**config.mk**
```make
export PLATFORM = sky130hd
export DESIGN_NAME = brush_hue_recolor_pixel_unit
export DESIGN_NICKNAME = d
export VERILOG_FILES = /design/src/rtl/bhr_pkg.sv /design/src/rtl/brush_hue_recolor_pixel_unit.sv /design/src/rtl/bhr_disk.sv /design/src/rtl/bhr_sat.sv /design/src/rtl/bhr_hsv2rgb.sv
export SDC_FILE = /design/constraint.sdc
export NUM_CORES = 2
export LEC_CHECK = 0
export BUFFER_PORTS_ARGS = -buffer_cell sky130_fd_sc_hd__clkbuf_2
export CAP_MARGIN = 40
export CORE_MARGIN = 3
export CORE_UTILIZATION = 65
export DETAILED_ROUTE_END_ITERATION = 16
export PLACE_DENSITY = 0.82
export REMOVE_ABC_BUFFERS = 1
export SLEW_MARGIN = 40
export SYNTH_ARGS = -nofsm -noshare
export SYNTH_HDL_FRONTEND = slang
export SYNTH_HIERARCHICAL = 1
export SYNTH_SLANG_ARGS = --single-unit
```
**constraint.sdc**
```tcl
create_clock -name clk -period 19.23 [get_ports clk]
set_clock_uncertainty 0.05 [all_clocks]
set_input_delay 3.846 -clock clk [delete_from_list [all_inputs] [get_ports clk]]
set_output_delay 3.846 -clock clk [all_outputs]
set_load 0.01 [all_outputs]
```
**src/rtl/bhr_pkg.sv**
```systemverilog
// Shared types, constants and helpers for the brush hue recolor unit.
// No dependencies.
package bhr_pkg;

  localparam int CFG_IDX_W  = 3;
  localparam int CFG_DATA_W = 13;

  typedef enum logic [CFG_IDX_W-1:0] {
    CFG_TARGET_HUE   = 3'd0,
    CFG_RECOLOR_MODE = 3'd1,
    CFG_BRUSH_COL    = 3'd2,
    CFG_BRUSH_ROW    = 3'd3,
    CFG_BRUSH_RADIUS = 3'd4,
    CFG_IMAGE_WIDTH  = 3'd5,
    CFG_IMAGE_HEIGHT = 3'd6
  } cfg_idx_t;

  // Hue sectors of 60 degrees each
  typedef enum logic [2:0] {
    SEC_RED     = 3'd0,
    SEC_YELLOW  = 3'd1,
    SEC_GREEN   = 3'd2,
    SEC_CYAN    = 3'd3,
    SEC_BLUE    = 3'd4,
    SEC_MAGENTA = 3'd5
  } sector_t;

  typedef struct packed {
    sector_t    sec;
    logic [5:0] m;
  } hue_t;

  typedef struct packed {
    logic [4:0] r;
    logic [5:0] g;
    logic [4:0] b;
  } rgb565_t;

  // Wraps hue to 0..359 and splits into sector and offset within it.
  function automatic hue_t hue_split(input logic [8:0] hue);
    logic [8:0] h;
    hue_t       res;
    h = (hue >= 9'd360) ? hue - 9'd360 : hue;
    if (h >= 9'd300) begin
      res.sec = SEC_MAGENTA;
      res.m   = 6'(h - 9'd300);
    end else if (h >= 9'd240) begin
      res.sec = SEC_BLUE;
      res.m   = 6'(h - 9'd240);
    end else if (h >= 9'd180) begin
      res.sec = SEC_CYAN;
      res.m   = 6'(h - 9'd180);
    end else if (h >= 9'd120) begin
      res.sec = SEC_GREEN;
      res.m   = 6'(h - 9'd120);
    end else if (h >= 9'd60) begin
      res.sec = SEC_YELLOW;
      res.m   = 6'(h - 9'd60);
    end else begin
      res.sec = SEC_RED;
      res.m   = 6'(h);
    end
    return res;
  endfunction

endpackage

```
**src/rtl/brush_hue_recolor_pixel_unit.sv**
```systemverilog
// Throughput one pixel per cycle, set by the fully pipelined saturation
// divider (8 stages) and back conversion (6 stages). busy is always low;
// the receiver cannot stall. Synchronous reset clears the pipeline valids
// and loads the default registers: hue 0, recolor on, center 0/0, radius 0,
// 4096 x 4096 image.
// Depends on bhr_pkg, bhr_disk, bhr_sat, bhr_hsv2rgb.
module brush_hue_recolor_pixel_unit import bhr_pkg::*; #(
  parameter int COORD_BITS = 12
) (
  input  logic                  clk,
  input  logic                  rst,
  input  logic                  start,
  output logic                  busy,
  input  logic [COORD_BITS-1:0] pix_x,
  input  logic [COORD_BITS-1:0] pix_y,
  input  logic [4:0]            in_red,
  input  logic [5:0]            in_green,
  input  logic [4:0]            in_blue,
  output logic                  done,
  output logic                  write_enable,
  output logic [4:0]            out_red,
  output logic [5:0]            out_green,
  output logic [4:0]            out_blue,
  input  logic                  cfg_valid,
  output logic                  cfg_ready,
  input  logic [CFG_IDX_W-1:0]  cfg_index,
  input  logic [CFG_DATA_W-1:0] cfg_data
);

  localparam int COLOR_LAT = 16;
  localparam int DISK_LAT  = 3;
  localparam int IN_DLY    = COLOR_LAT - DISK_LAT;

  logic [8:0]            target_hue;
  logic                  recolor_mode;
  logic [COORD_BITS-1:0] brush_col, brush_row;
  logic [7:0]            brush_radius;
  logic [12:0]           image_width, image_height;

  logic       accept;
  rgb565_t    pix_in;
  hue_t       hue;
  logic       inside_d3;
  logic       sat_valid;
  logic [7:0] sat_v, sat_s;
  logic       hsv_valid;
  rgb565_t    hsv_pix;

  rgb565_t pix_dly [0:COLOR_LAT-1];
  logic    in_dly  [0:IN_DLY-1];

  assign busy      = 1'b0;
  assign cfg_ready = 1'b1;
  assign accept    = start && !busy;
  assign pix_in    = '{r: in_red, g: in_green, b: in_blue};
  assign hue       = hue_split(target_hue);

  always_ff @(posedge clk) begin
    if (rst) begin
      target_hue   <= 9'd0;
      recolor_mode <= 1'b1;
      brush_col    <= '0;
      brush_row    <= '0;
      brush_radius <= 8'd0;
      image_width  <= 13'd4096;
      image_height <= 13'd4096;
    end else if (cfg_valid && cfg_ready) begin
      unique case (cfg_index)
        CFG_TARGET_HUE:   target_hue   <= cfg_data[8:0];
        CFG_RECOLOR_MODE: recolor_mode <= cfg_data[0];
        CFG_BRUSH_COL:    brush_col    <= COORD_BITS'(cfg_data[11:0]);
        CFG_BRUSH_ROW:    brush_row    <= COORD_BITS'(cfg_data[11:0]);
        CFG_BRUSH_RADIUS: brush_radius <= cfg_data[7:0];
        CFG_IMAGE_WIDTH:  image_width  <= cfg_data[12:0];
        CFG_IMAGE_HEIGHT: image_height <= cfg_data[12:0];
        default: ;
      endcase
    end
  end

  bhr_disk #(.COORD_BITS(COORD_BITS)) u_disk (
    .clk          (clk),
    .pix_x        (pix_x),
    .pix_y        (pix_y),
    .brush_col    (brush_col),
    .brush_row    (brush_row),
    .brush_radius (brush_radius),
    .image_width  (image_width),
    .image_height (image_height),
    .in_disk      (inside_d3)
  );

  bhr_sat u_sat (
    .clk       (clk),
    .rst       (rst),
    .in_valid  (accept),
    .pix       (pix_in),
    .out_valid (sat_valid),
    .out_v     (sat_v),
    .out_s     (sat_s)
  );

  bhr_hsv2rgb u_hsv (
    .clk       (clk),
    .rst       (rst),
    .in_valid  (sat_valid),
    .in_v      (sat_v),
    .in_s      (sat_s),
    .hue       (hue),
    .out_valid (hsv_valid),
    .out_pix   (hsv_pix)
  );

  // original pixel and disk result ride alongside the color pipe
  always_ff @(posedge clk) begin
    pix_dly[0] <= pix_in;
    for (int i = 1; i < COLOR_LAT; i++) pix_dly[i] <= pix_dly[i-1];
    in_dly[0] <= inside_d3;
    for (int i = 1; i < IN_DLY; i++) in_dly[i] <= in_dly[i-1];
  end

  always_ff @(posedge clk) begin
    if (rst) begin
      done         <= 1'b0;
      write_enable <= 1'b0;
      out_red      <= 5'd0;
      out_green    <= 6'd0;
      out_blue     <= 5'd0;
    end else begin
      done         <= hsv_valid;
      write_enable <= hsv_valid && in_dly[IN_DLY-1];
      if (hsv_valid && in_dly[IN_DLY-1]) begin
        out_red   <= recolor_mode ? hsv_pix.r : pix_dly[COLOR_LAT-1].r;
        out_green <= recolor_mode ? hsv_pix.g : pix_dly[COLOR_LAT-1].g;
        out_blue  <= recolor_mode ? hsv_pix.b : pix_dly[COLOR_LAT-1].b;
      end else begin
        out_red   <= 5'd0;
        out_green <= 6'd0;
        out_blue  <= 5'd0;
      end
    end
  end

  a_masked_zero: assert property (@(posedge clk) disable iff (rst)
    done && !write_enable |-> out_red == 5'd0 && out_green == 6'd0 && out_blue == 5'd0)
    else $error("masked pixel carries color");

  a_we_needs_done: assert property (@(posedge clk) disable iff (rst)
    write_enable |-> done)
    else $error("write enable without result beat");

  a_done_follows_pipe: assert property (@(posedge clk) disable iff (rst)
    hsv_valid |=> done)
    else $error("finished pixel not delivered");

endmodule

```
**src/rtl/bhr_disk.sv**
```systemverilog
// Brush disk and image bounds test, three register stages.
// Depends on bhr_pkg.
module bhr_disk import bhr_pkg::*; #(
  parameter int COORD_BITS = 12
) (
  input  logic                  clk,
  input  logic [COORD_BITS-1:0] pix_x,
  input  logic [COORD_BITS-1:0] pix_y,
  input  logic [COORD_BITS-1:0] brush_col,
  input  logic [COORD_BITS-1:0] brush_row,
  input  logic [7:0]            brush_radius,
  input  logic [12:0]           image_width,
  input  logic [12:0]           image_height,
  output logic                  in_disk
);

  localparam int CMP_W = (COORD_BITS + 1 > 13) ? COORD_BITS + 1 : 13;
  localparam int SQ_W  = 2 * COORD_BITS;
  localparam int SUM_W = SQ_W + 1;

  logic [COORD_BITS-1:0] dx, dy;
  logic                  in_img;
  logic [SQ_W-1:0]       dx2, dy2;
  logic [15:0]           r2;
  logic                  in_img2;
  logic [SUM_W-1:0]      dsq;

  always_ff @(posedge clk) begin
    dx     <= (pix_x >= brush_col) ? pix_x - brush_col : brush_col - pix_x;
    dy     <= (pix_y >= brush_row) ? pix_y - brush_row : brush_row - pix_y;
    in_img <= (CMP_W'(pix_x) < CMP_W'(image_width)) &&
              (CMP_W'(pix_y) < CMP_W'(image_height));
    r2     <= 16'(brush_radius) * 16'(brush_radius);
  end

  always_ff @(posedge clk) begin
    dx2     <= SQ_W'(dx) * SQ_W'(dx);
    dy2     <= SQ_W'(dy) * SQ_W'(dy);
    in_img2 <= in_img;
  end

  assign dsq = SUM_W'(dx2) + SUM_W'(dy2);

  always_ff @(posedge clk) begin
    in_disk <= in_img2 && (dsq <= SUM_W'(r2));
  end

endmodule

```
**src/rtl/bhr_sat.sv**
```systemverilog
// Value and saturation of an RGB565 pixel: max/min, then a one-bit-per-stage
// restoring divider for s. Depends on bhr_pkg.
module bhr_sat import bhr_pkg::*; (
  input  logic       clk,
  input  logic       rst,
  input  logic       in_valid,
  input  rgb565_t    pix,
  output logic       out_valid,
  output logic [7:0] out_v,
  output logic [7:0] out_s
);

  localparam int STEPS = 8;
  localparam int NUM_W = 25;

  logic [7:0] r8, g8, b8, mx, mn;
  logic [7:0] va, mna;
  logic       vlda;
  logic [7:0] d;

  logic [NUM_W-1:0] rem [0:STEPS];
  logic [7:0]       quo [0:STEPS];
  logic [7:0]       vp  [0:STEPS];
  logic             vld [0:STEPS];

  assign r8 = {pix.r, 3'b000};
  assign g8 = {pix.g, 2'b00};
  assign b8 = {pix.b, 3'b000};

  always_comb begin
    mx = r8;
    mn = r8;
    if (g8 > mx) mx = g8;
    if (b8 > mx) mx = b8;
    if (g8 < mn) mn = g8;
    if (b8 < mn) mn = b8;
  end

  always_ff @(posedge clk) begin
    va  <= mx;
    mna <= mn;
    if (rst) vlda <= 1'b0;
    else     vlda <= in_valid;
  end

  assign d = va - mna;

  // numerator of round(d*65535/v) >> 8, over divisor 512*v
  always_ff @(posedge clk) begin
    rem[0] <= NUM_W'(d) * NUM_W'(131070) + NUM_W'(va);
    quo[0] <= 8'd0;
    vp[0]  <= va;
    if (rst) vld[0] <= 1'b0;
    else     vld[0] <= vlda;
  end

  for (genvar i = 0; i < STEPS; i++) begin : g_div
    localparam int SH = 9 + STEPS - 1 - i;
    logic [NUM_W-1:0] dk;
    logic             take;
    assign dk   = NUM_W'(vp[i]) << SH;
    assign take = (vp[i] != 8'd0) && (rem[i] >= dk);
    always_ff @(posedge clk) begin
      rem[i+1] <= take ? rem[i] - dk : rem[i];
      quo[i+1] <= {quo[i][6:0], take};
      vp[i+1]  <= vp[i];
      if (rst) vld[i+1] <= 1'b0;
      else     vld[i+1] <= vld[i];
    end
  end

  assign out_valid = vld[STEPS];
  assign out_v     = vp[STEPS];
  assign out_s     = quo[STEPS];

  a_black_no_sat: assert property (@(posedge clk) disable iff (rst)
    out_valid && out_v == 8'd0 |-> out_s == 8'd0)
    else $error("saturation nonzero for black pixel");

endmodule

```
**src/rtl/bhr_hsv2rgb.sv**
```systemverilog
// HSV to RGB565 back conversion, six register stages, constant divisions
// by reciprocal multiply with one correction step. Depends on bhr_pkg.
module bhr_hsv2rgb import bhr_pkg::*; (
  input  logic       clk,
  input  logic       rst,
  input  logic       in_valid,
  input  logic [7:0] in_v,
  input  logic [7:0] in_s,
  input  hue_t       hue,
  output logic       out_valid,
  output rgb565_t    out_pix
);

  localparam int XP_W = 25;
  localparam int XQ_W = 31;
  localparam logic [16:0] KP = 17'd65793;  // floor(2^25 / 510)
  localparam logic [16:0] KQ = 17'd70179;  // floor(2^31 / 30600)

  // stage 1
  logic [7:0]  v1;
  logic        g1, vld1;
  logic [15:0] a1;
  logic [13:0] sm1, st1;
  // stage 2
  logic [7:0]  v2;
  logic        g2, vld2;
  logic [13:0] cq, ct;
  logic [21:0] vq2, vt2;
  logic [XP_W-1:0] xp2;
  // stage 3
  logic [7:0]  v3;
  logic        g3, vld3;
  logic [XP_W-1:0] xp3;
  logic [XQ_W-1:0] xq3, xt3;
  // stage 4
  logic [7:0]  v4;
  logic        g4, vld4;
  logic [XP_W-1:0] xp4;
  logic [XQ_W-1:0] xq4, xt4;
  logic [41:0] pp;
  logic [47:0] pq, pt;
  logic [15:0] qp4, qq4, qt4;
  // stage 5
  logic [7:0]  v5;
  logic        g5, vld5;
  logic [XP_W-1:0] rp;
  logic [XQ_W-1:0] rq, rt;
  logic [15:0] p5, q5, t5;
  // stage 6
  logic [7:0]  r8, gg8, b8;

  always_ff @(posedge clk) begin
    v1  <= in_v;
    g1  <= (in_s == 8'd0);
    a1  <= 16'(in_v) * 16'(8'd255 - in_s);
    sm1 <= 14'(in_s) * 14'(hue.m);
    st1 <= 14'(in_s) * 14'(6'd60 - hue.m);
    if (rst) vld1 <= 1'b0;
    else     vld1 <= in_valid;
  end

  assign cq = 14'd15300 - sm1;
  assign ct = 14'd15300 - st1;

  always_ff @(posedge clk) begin
    v2  <= v1;
    g2  <= g1;
    vq2 <= 22'(v1) * 22'(cq);
    vt2 <= 22'(v1) * 22'(ct);
    xp2 <= XP_W'(a1) * XP_W'(514) + XP_W'(255);
    if (rst) vld2 <= 1'b0;
    else     vld2 <= vld1;
  end

  always_ff @(posedge clk) begin
    v3  <= v2;
    g3  <= g2;
    xp3 <= xp2;
    xq3 <= XQ_W'(vq2) * XQ_W'(514) + XQ_W'(15300);
    xt3 <= XQ_W'(vt2) * XQ_W'(514) + XQ_W'(15300);
    if (rst) vld3 <= 1'b0;
    else     vld3 <= vld2;
  end

  assign pp = 42'(xp3) * 42'(KP);
  assign pq = 48'(xq3) * 48'(KQ);
  assign pt = 48'(xt3) * 48'(KQ);

  always_ff @(posedge clk) begin
    v4  <= v3;
    g4  <= g3;
    xp4 <= xp3;
    xq4 <= xq3;
    xt4 <= xt3;
    qp4 <= pp[40:25];
    qq4 <= pq[46:31];
    qt4 <= pt[46:31];
    if (rst) vld4 <= 1'b0;
    else     vld4 <= vld3;
  end

  // estimate is low by at most one
  assign rp = xp4 - XP_W'(XP_W'(qp4) * XP_W'(510));
  assign rq = xq4 - XQ_W'(XQ_W'(qq4) * XQ_W'(30600));
  assign rt = xt4 - XQ_W'(XQ_W'(qt4) * XQ_W'(30600));

  always_ff @(posedge clk) begin
    v5 <= v4;
    g5 <= g4;
    p5 <= qp4 + 16'(rp >= XP_W'(510));
    q5 <= qq4 + 16'(rq >= XQ_W'(30600));
    t5 <= qt4 + 16'(rt >= XQ_W'(30600));
    if (rst) vld5 <= 1'b0;
    else     vld5 <= vld4;
  end

  // 257*v >> 8 is v itself
  always_comb begin
    case (hue.sec)
      SEC_RED:    begin r8 = v5;        gg8 = t5[15:8]; b8 = p5[15:8]; end
      SEC_YELLOW: begin r8 = q5[15:8];  gg8 = v5;       b8 = p5[15:8]; end
      SEC_GREEN:  begin r8 = p5[15:8];  gg8 = v5;       b8 = t5[15:8]; end
      SEC_CYAN:   begin r8 = p5[15:8];  gg8 = q5[15:8]; b8 = v5;       end
      SEC_BLUE:   begin r8 = t5[15:8];  gg8 = p5[15:8]; b8 = v5;       end
      default:    begin r8 = v5;        gg8 = p5[15:8]; b8 = q5[15:8]; end
    endcase
    if (g5) begin
      r8  = v5;
      gg8 = v5;
      b8  = v5;
    end
  end

  always_ff @(posedge clk) begin
    out_pix.r <= r8[7:3];
    out_pix.g <= gg8[7:2];
    out_pix.b <= b8[7:3];
    if (rst) out_valid <= 1'b0;
    else     out_valid <= vld5;
  end

  a_p_corr: assert property (@(posedge clk) disable iff (rst)
    vld4 |-> rp < XP_W'(1020))
    else $error("p reciprocal estimate off by more than one");

  a_q_corr: assert property (@(posedge clk) disable iff (rst)
    vld4 |-> rq < XQ_W'(61200) && rt < XQ_W'(61200))
    else $error("q/t reciprocal estimate off by more than one");

endmodule
```
==> results.txt <==
The clock period could shrink to 9.15 ns. The count of input and output buffers is 77. After global routing the overflow that remains totals 0. The buffers inserted during post-CTS setup optimization is 0.

The sum of negative setup slack is 0 ns. The area inside the core boundary is 0.136 mm2. The maximum achievable frequency is 0.109 GHz. The share of layout cells above drive strength 1 is 4.78%. The critical path data required time is 19.84 ns. The H-tree depth is 3. The setup check on the worst reg-to-reg path leaves a slack of 10.08 ns. The worst register-to-register path begins at target_hue[3]$_SDFFE_PP0P_. In this run the worst hold path is classified as register to register. Entering global routing, the biggest net connects 85 pins. The final count of pins violating max slew is 0.

Of all flip-flops after synthesis, the portion carrying an async set or reset was 0%. The peak fanout along the critical path came out at 17. The I/O pin count came out at 80. The final HPWL from detailed placement is 150,000 um. The register bit count reported by yosys came out at 1,129. The cell accounting for the most synthesized area is sky130_fd_sc_hd__dfxtp_1. The number of search-and-repair iterations in the first detailed-routing pass is 6.

STA classifies the critical path endpoint as a register. The library cell used as clock root buffer is sky130_fd_sc_hd__clkbuf_16. The most numerous cell type found on the critical path is sky130_fd_sc_hd__nor2_1. The global-route wire length before repair came out at 322,000 um.

The relative slew slack is 42.5%. The type of the setup path with the least slack is register to register. Max-cap violations in this run came to 0. Hold repair after CTS inserted 0 buffers. The number of buffers created by CTS came out at 111. The critical path starts at target_hue[3]$_SDFFE_PP0P_. The number of vias after detailed routing is 63,200. Dividing the detail-routed wire length by the instance count gives 17.1 um.

The post-detailed-routing wire length came out at 191,000 um. After clock tree synthesis, the repair step resized 0 gates. At the end of routability-driven placement, the weighted congestion stood at 0.916.

The die width is 377 um. In this run the critical register-to-register path is captured at u_hsv/st1[13]$_DFF_P_. The count of standard-cell rows came out at 135.

The filler cell count in the final layout came out at 9,582. Using the TritonRoute via totals, the vias-per-cell ratio works out to 5.68. Among all stages on the critical path, the largest delay is contributed by sky130_fd_sc_hd__dfxtp_1. No sink is reached through more buffers than the 3 on the longest clock path. The count of final setup violators came out at 0. The data arrival time of the critical path is 9.76 ns. The final count of hold timing violations is 0. The worst setup path is launched from a register. The mean instance size in the synthesized netlist is 9.69 um2. The synthesized area came out at 0.0894 mm2. The depth of the worst register-to-register path came out at 33.

The Yosys warning count came out at 6. The number of nets with antenna violations after detailed routing is 0. The number of sinks on the clock net is 1,129. For the pin with the worst max-slew slack, the measured transition is 0.861 ns.

The number of global-route vias before repair came to 67,100. The DRC marker count from the first detailed-route iteration came out at 3,465. The fraction of post-synthesis cell area in the top cell type by area is 25.3%. The peak per-stage delay on the critical path came out at 0.58 ns.

The die covers 0.142 mm2. The number of design rule violations left after detail routing is 0. For this run, the post-layout net count is 11,600. After synthesis, the cell types taking the most area are sky130_fd_sc_hd__dfxtp_1 25%, sky130_fd_sc_hd__fa_1 20%, sky130_fd_sc_hd__ha_1 20%, sky130_fd_sc_hd__inv_1 6.7%, sky130_fd_sc_hd__xnor2_1 3.2%.

The overall track demand over capacity in global routing is 27.4%. The later-pin clock latency in the skew report came out at 0.74 ns. The floorplan step set the die height to 377 um. The initial core utilization came out at 65.7%. The initial antenna violation count came out at 5. The flow ran to the end, and the final reports show no timing, DRC or antenna violations. Among all flip-flop cells after synthesis, the most frequent one is sky130_fd_sc_hd__dfxtp_1. Setup repair after global routing left no endpoint under its margin. The post-synthesis sequential area ratio is 25.3%.

The layout-stage area growth over the synthesis result is 6.81%. The clock transition at the register clock pins on the worst setup and hold paths after CTS came out at 0.06 ns. The share of the clock period used by the worst path is 47.6%. Following the worst setup path forward leads to its endpoint at u_hsv/st1[13]$_DFF_P_. The synthesized instance count came out at 9,221. The count of cell types in the netlist came out at 125. In this run, synthesis inferred 0 flip-flops with an integrated enable.

TritonCTS built the clock tree.
-- synth_stat cells, types with 20 or more instances --
library cell	instances
sky130_fd_sc_hd__mux2i_1	95
sky130_fd_sc_hd__inv_1	1595
sky130_fd_sc_hd__nand3b_1	23
sky130_fd_sc_hd__o21ai_1	27
sky130_fd_sc_hd__and2_1	265
sky130_fd_sc_hd__nand4_1	50
sky130_fd_sc_hd__o21a_1	58
sky130_fd_sc_hd__nand3_1	120
sky130_fd_sc_hd__fa_1	873
sky130_fd_sc_hd__nor2b_1	160
sky130_fd_sc_hd__a21o_1	134
sky130_fd_sc_hd__xnor2_1	326
sky130_fd_sc_hd__ha_1	1395
sky130_fd_sc_hd__o211ai_1	31
sky130_fd_sc_hd__nor3_1	117
sky130_fd_sc_hd__dfxtp_1	1129
sky130_fd_sc_hd__a211oi_1	41
sky130_fd_sc_hd__a21oi_1	408
sky130_fd_sc_hd__nor3b_1	21
sky130_fd_sc_hd__nor2_1	323
sky130_fd_sc_hd__o21ai_0	252
sky130_fd_sc_hd__o21bai_1	38
sky130_fd_sc_hd__a31oi_1	49
sky130_fd_sc_hd__or3_1	36
sky130_fd_sc_hd__and3_1	54
sky130_fd_sc_hd__nand2b_1	106
sky130_fd_sc_hd__nor4_1	47
sky130_fd_sc_hd__or2_2	33
sky130_fd_sc_hd__clkbuf_1	154
sky130_fd_sc_hd__xor2_1	198
sky130_fd_sc_hd__nand2_1	636
sky130_fd_sc_hd__mux2_2	20
-- how the worst min path moves through the flow --
| stage | slack (ns) | start | depth (start not counted) | end |
|---|---|---|---|---|
| after floorplan | 0.26 | u_disk/in_disk$_DFF_P_ | 0 | in_dly[0][0]$_DFF_P_ |
| after global placement | 0.26 | u_hsv/v3[7]$_DFF_P_ | 0 | u_hsv/v4[7]$_DFF_P_ |
| after detailed placement | 0.26 | pix_dly[0][28]$_DFF_P_ | 0 | pix_dly[0][44]$_DFF_P_ |
| after CTS | 0.27 | u_hsv/xp2[23]$_DFF_P_ | 0 | u_hsv/xp3[23]$_DFF_P_ |
| after global routing | 0.27 | pix_dly[0][92]$_DFF_P_ | 0 | pix_dly[0][108]$_DFF_P_ |
| final | 0.26 | u_hsv/xp2[23]$_DFF_P_ | 0 | u_hsv/xp3[23]$_DFF_P_ |
-- flip-flops by register name, summed over array words and instances, names as in the netlist, 16 cells and up --
| signal | cells |
|---|---|
| u_sat/vp | 46 |
| u_hsv/vq2 | 21 |
| u_disk/dx2 | 23 |
| u_hsv/a1 | 16 |
| u_hsv/xp4 | 24 |
| u_hsv/qp4 | 16 |
| u_hsv/out_pix | 16 |
| pix_dly | 256 |
| u_hsv/qt4 | 16 |
| u_sat/quo | 36 |
| u_hsv/xt4 | 28 |
| u_hsv/xq4 | 28 |
| u_hsv/xq3 | 30 |
| u_hsv/xp2 | 24 |
| u_hsv/xp3 | 24 |
| u_hsv/xt3 | 29 |
| u_hsv/qq4 | 16 |
| u_disk/dy2 | 23 |
| u_hsv/vt2 | 22 |
| u_sat/rem | 184 |
-- per-stage QoR --
| stage | instances | utilization, % | setup WS (ns) | instance area (um2) | hold slack (ns) |
|---|---|---|---|---|---|
| final | 11100 | 70.2 | 10.08 | 95500 | 0.261 |
| after CTS | 11100 | 70.2 | 9.78 | 95400 | 0.265 |
| after global routing | 11100 | 70.2 | 9.34 | 95400 | 0.272 |
| after global placement | 10900 | 67.2 | 9.66 | 91300 | 0.260 |
| after detailed placement | 10900 | 67.2 | 9.88 | 91400 | 0.262 |
| after floorplan | 9039 | - | 10.54 | 88600 | 0.260 |
-- per-layer routing --
metal	up-vias	wire length (um)	global-route usage, %
li1	30200	-	-
met1	30900	79500	34.0
met2	1674	94700	48.5
met3	446	9520	3.63
met4	4	7050	10.3
met5	-	22	0
-- placed cells by master, fill, tap and decap left out, drive strengths merged, types with 18 or more instances in the layout --
cell	n
o2111ai	18
nor3	118
nand4	50
clkbuf	213
and3	57
o211ai	31
o22ai	20
nor2b	160
nand2	638
nand2b	106
fa	873
dfxtp	1129
clkinv	35
inv	1614
a21o	138
nor2	327
nor4	49
o21a	58
mux2i	95
xnor2	330
o21bai	38
nor3b	21
a31oi	50
a21boi	28
nand3b	23
or2	34
xor2	199
mux2	24
o31ai	20
o21ai	282
a21oi	414
ha	1395
or3	36
and2	265
nand3	124
a211oi	46
-- cell families (layout without fill, tap and decap cells) --
group / after synthesis / count (layout) / share of synthesized area (%)
mux: 119 / 119 / 1.37
fa+ha+maj: 2269 / 2269 / 39.1
flops: 1129 / 1129 / 25.3
buf+inv: 1783 / 1904 / 7.59
other cells: 3 / 5 / 0.0126
simple gates: 2080 / 2080 / 11.9
xor+xnor: 530 / 530 / 5.27
compound gates: 1308 / 1308 / 9.50
-- final cells by class --
class / count / area (um2) / share of cell area (%)
Clock buffer: 136 / 3060 / 3.21
Sequential cell: 1129 / 22600 / 23.7
Timing Repair Buffer: 92 / 505 / 0.530
Clock inverter: 76 / 995 / 1.04
Tap cell: 1781 / 2230 / 2.33
Multi-Input combinational cell: 6310 / 60000 / 62.9
Antenna cell: 1 / 2.50 / 0.00262
Inverter: 1600 / 6010 / 6.29
-- worst max-delay path: cells and delay by family (launching register included) --
family | cells | cell delay [ns]
flip-flops | 1 | 0.58
adder cells (fa/ha/maj) | 7 | 2.82
buffers and inverters | 3 | 0.26
AO/OA/AOI/OAI | 10 | 2.57
XOR/XNOR | 2 | 0.71
AND/OR/NAND/NOR | 11 | 2.09
Power is not shown: default switching activity piles up to over one toggle a cycle in this logic, so the estimate is an artifact.
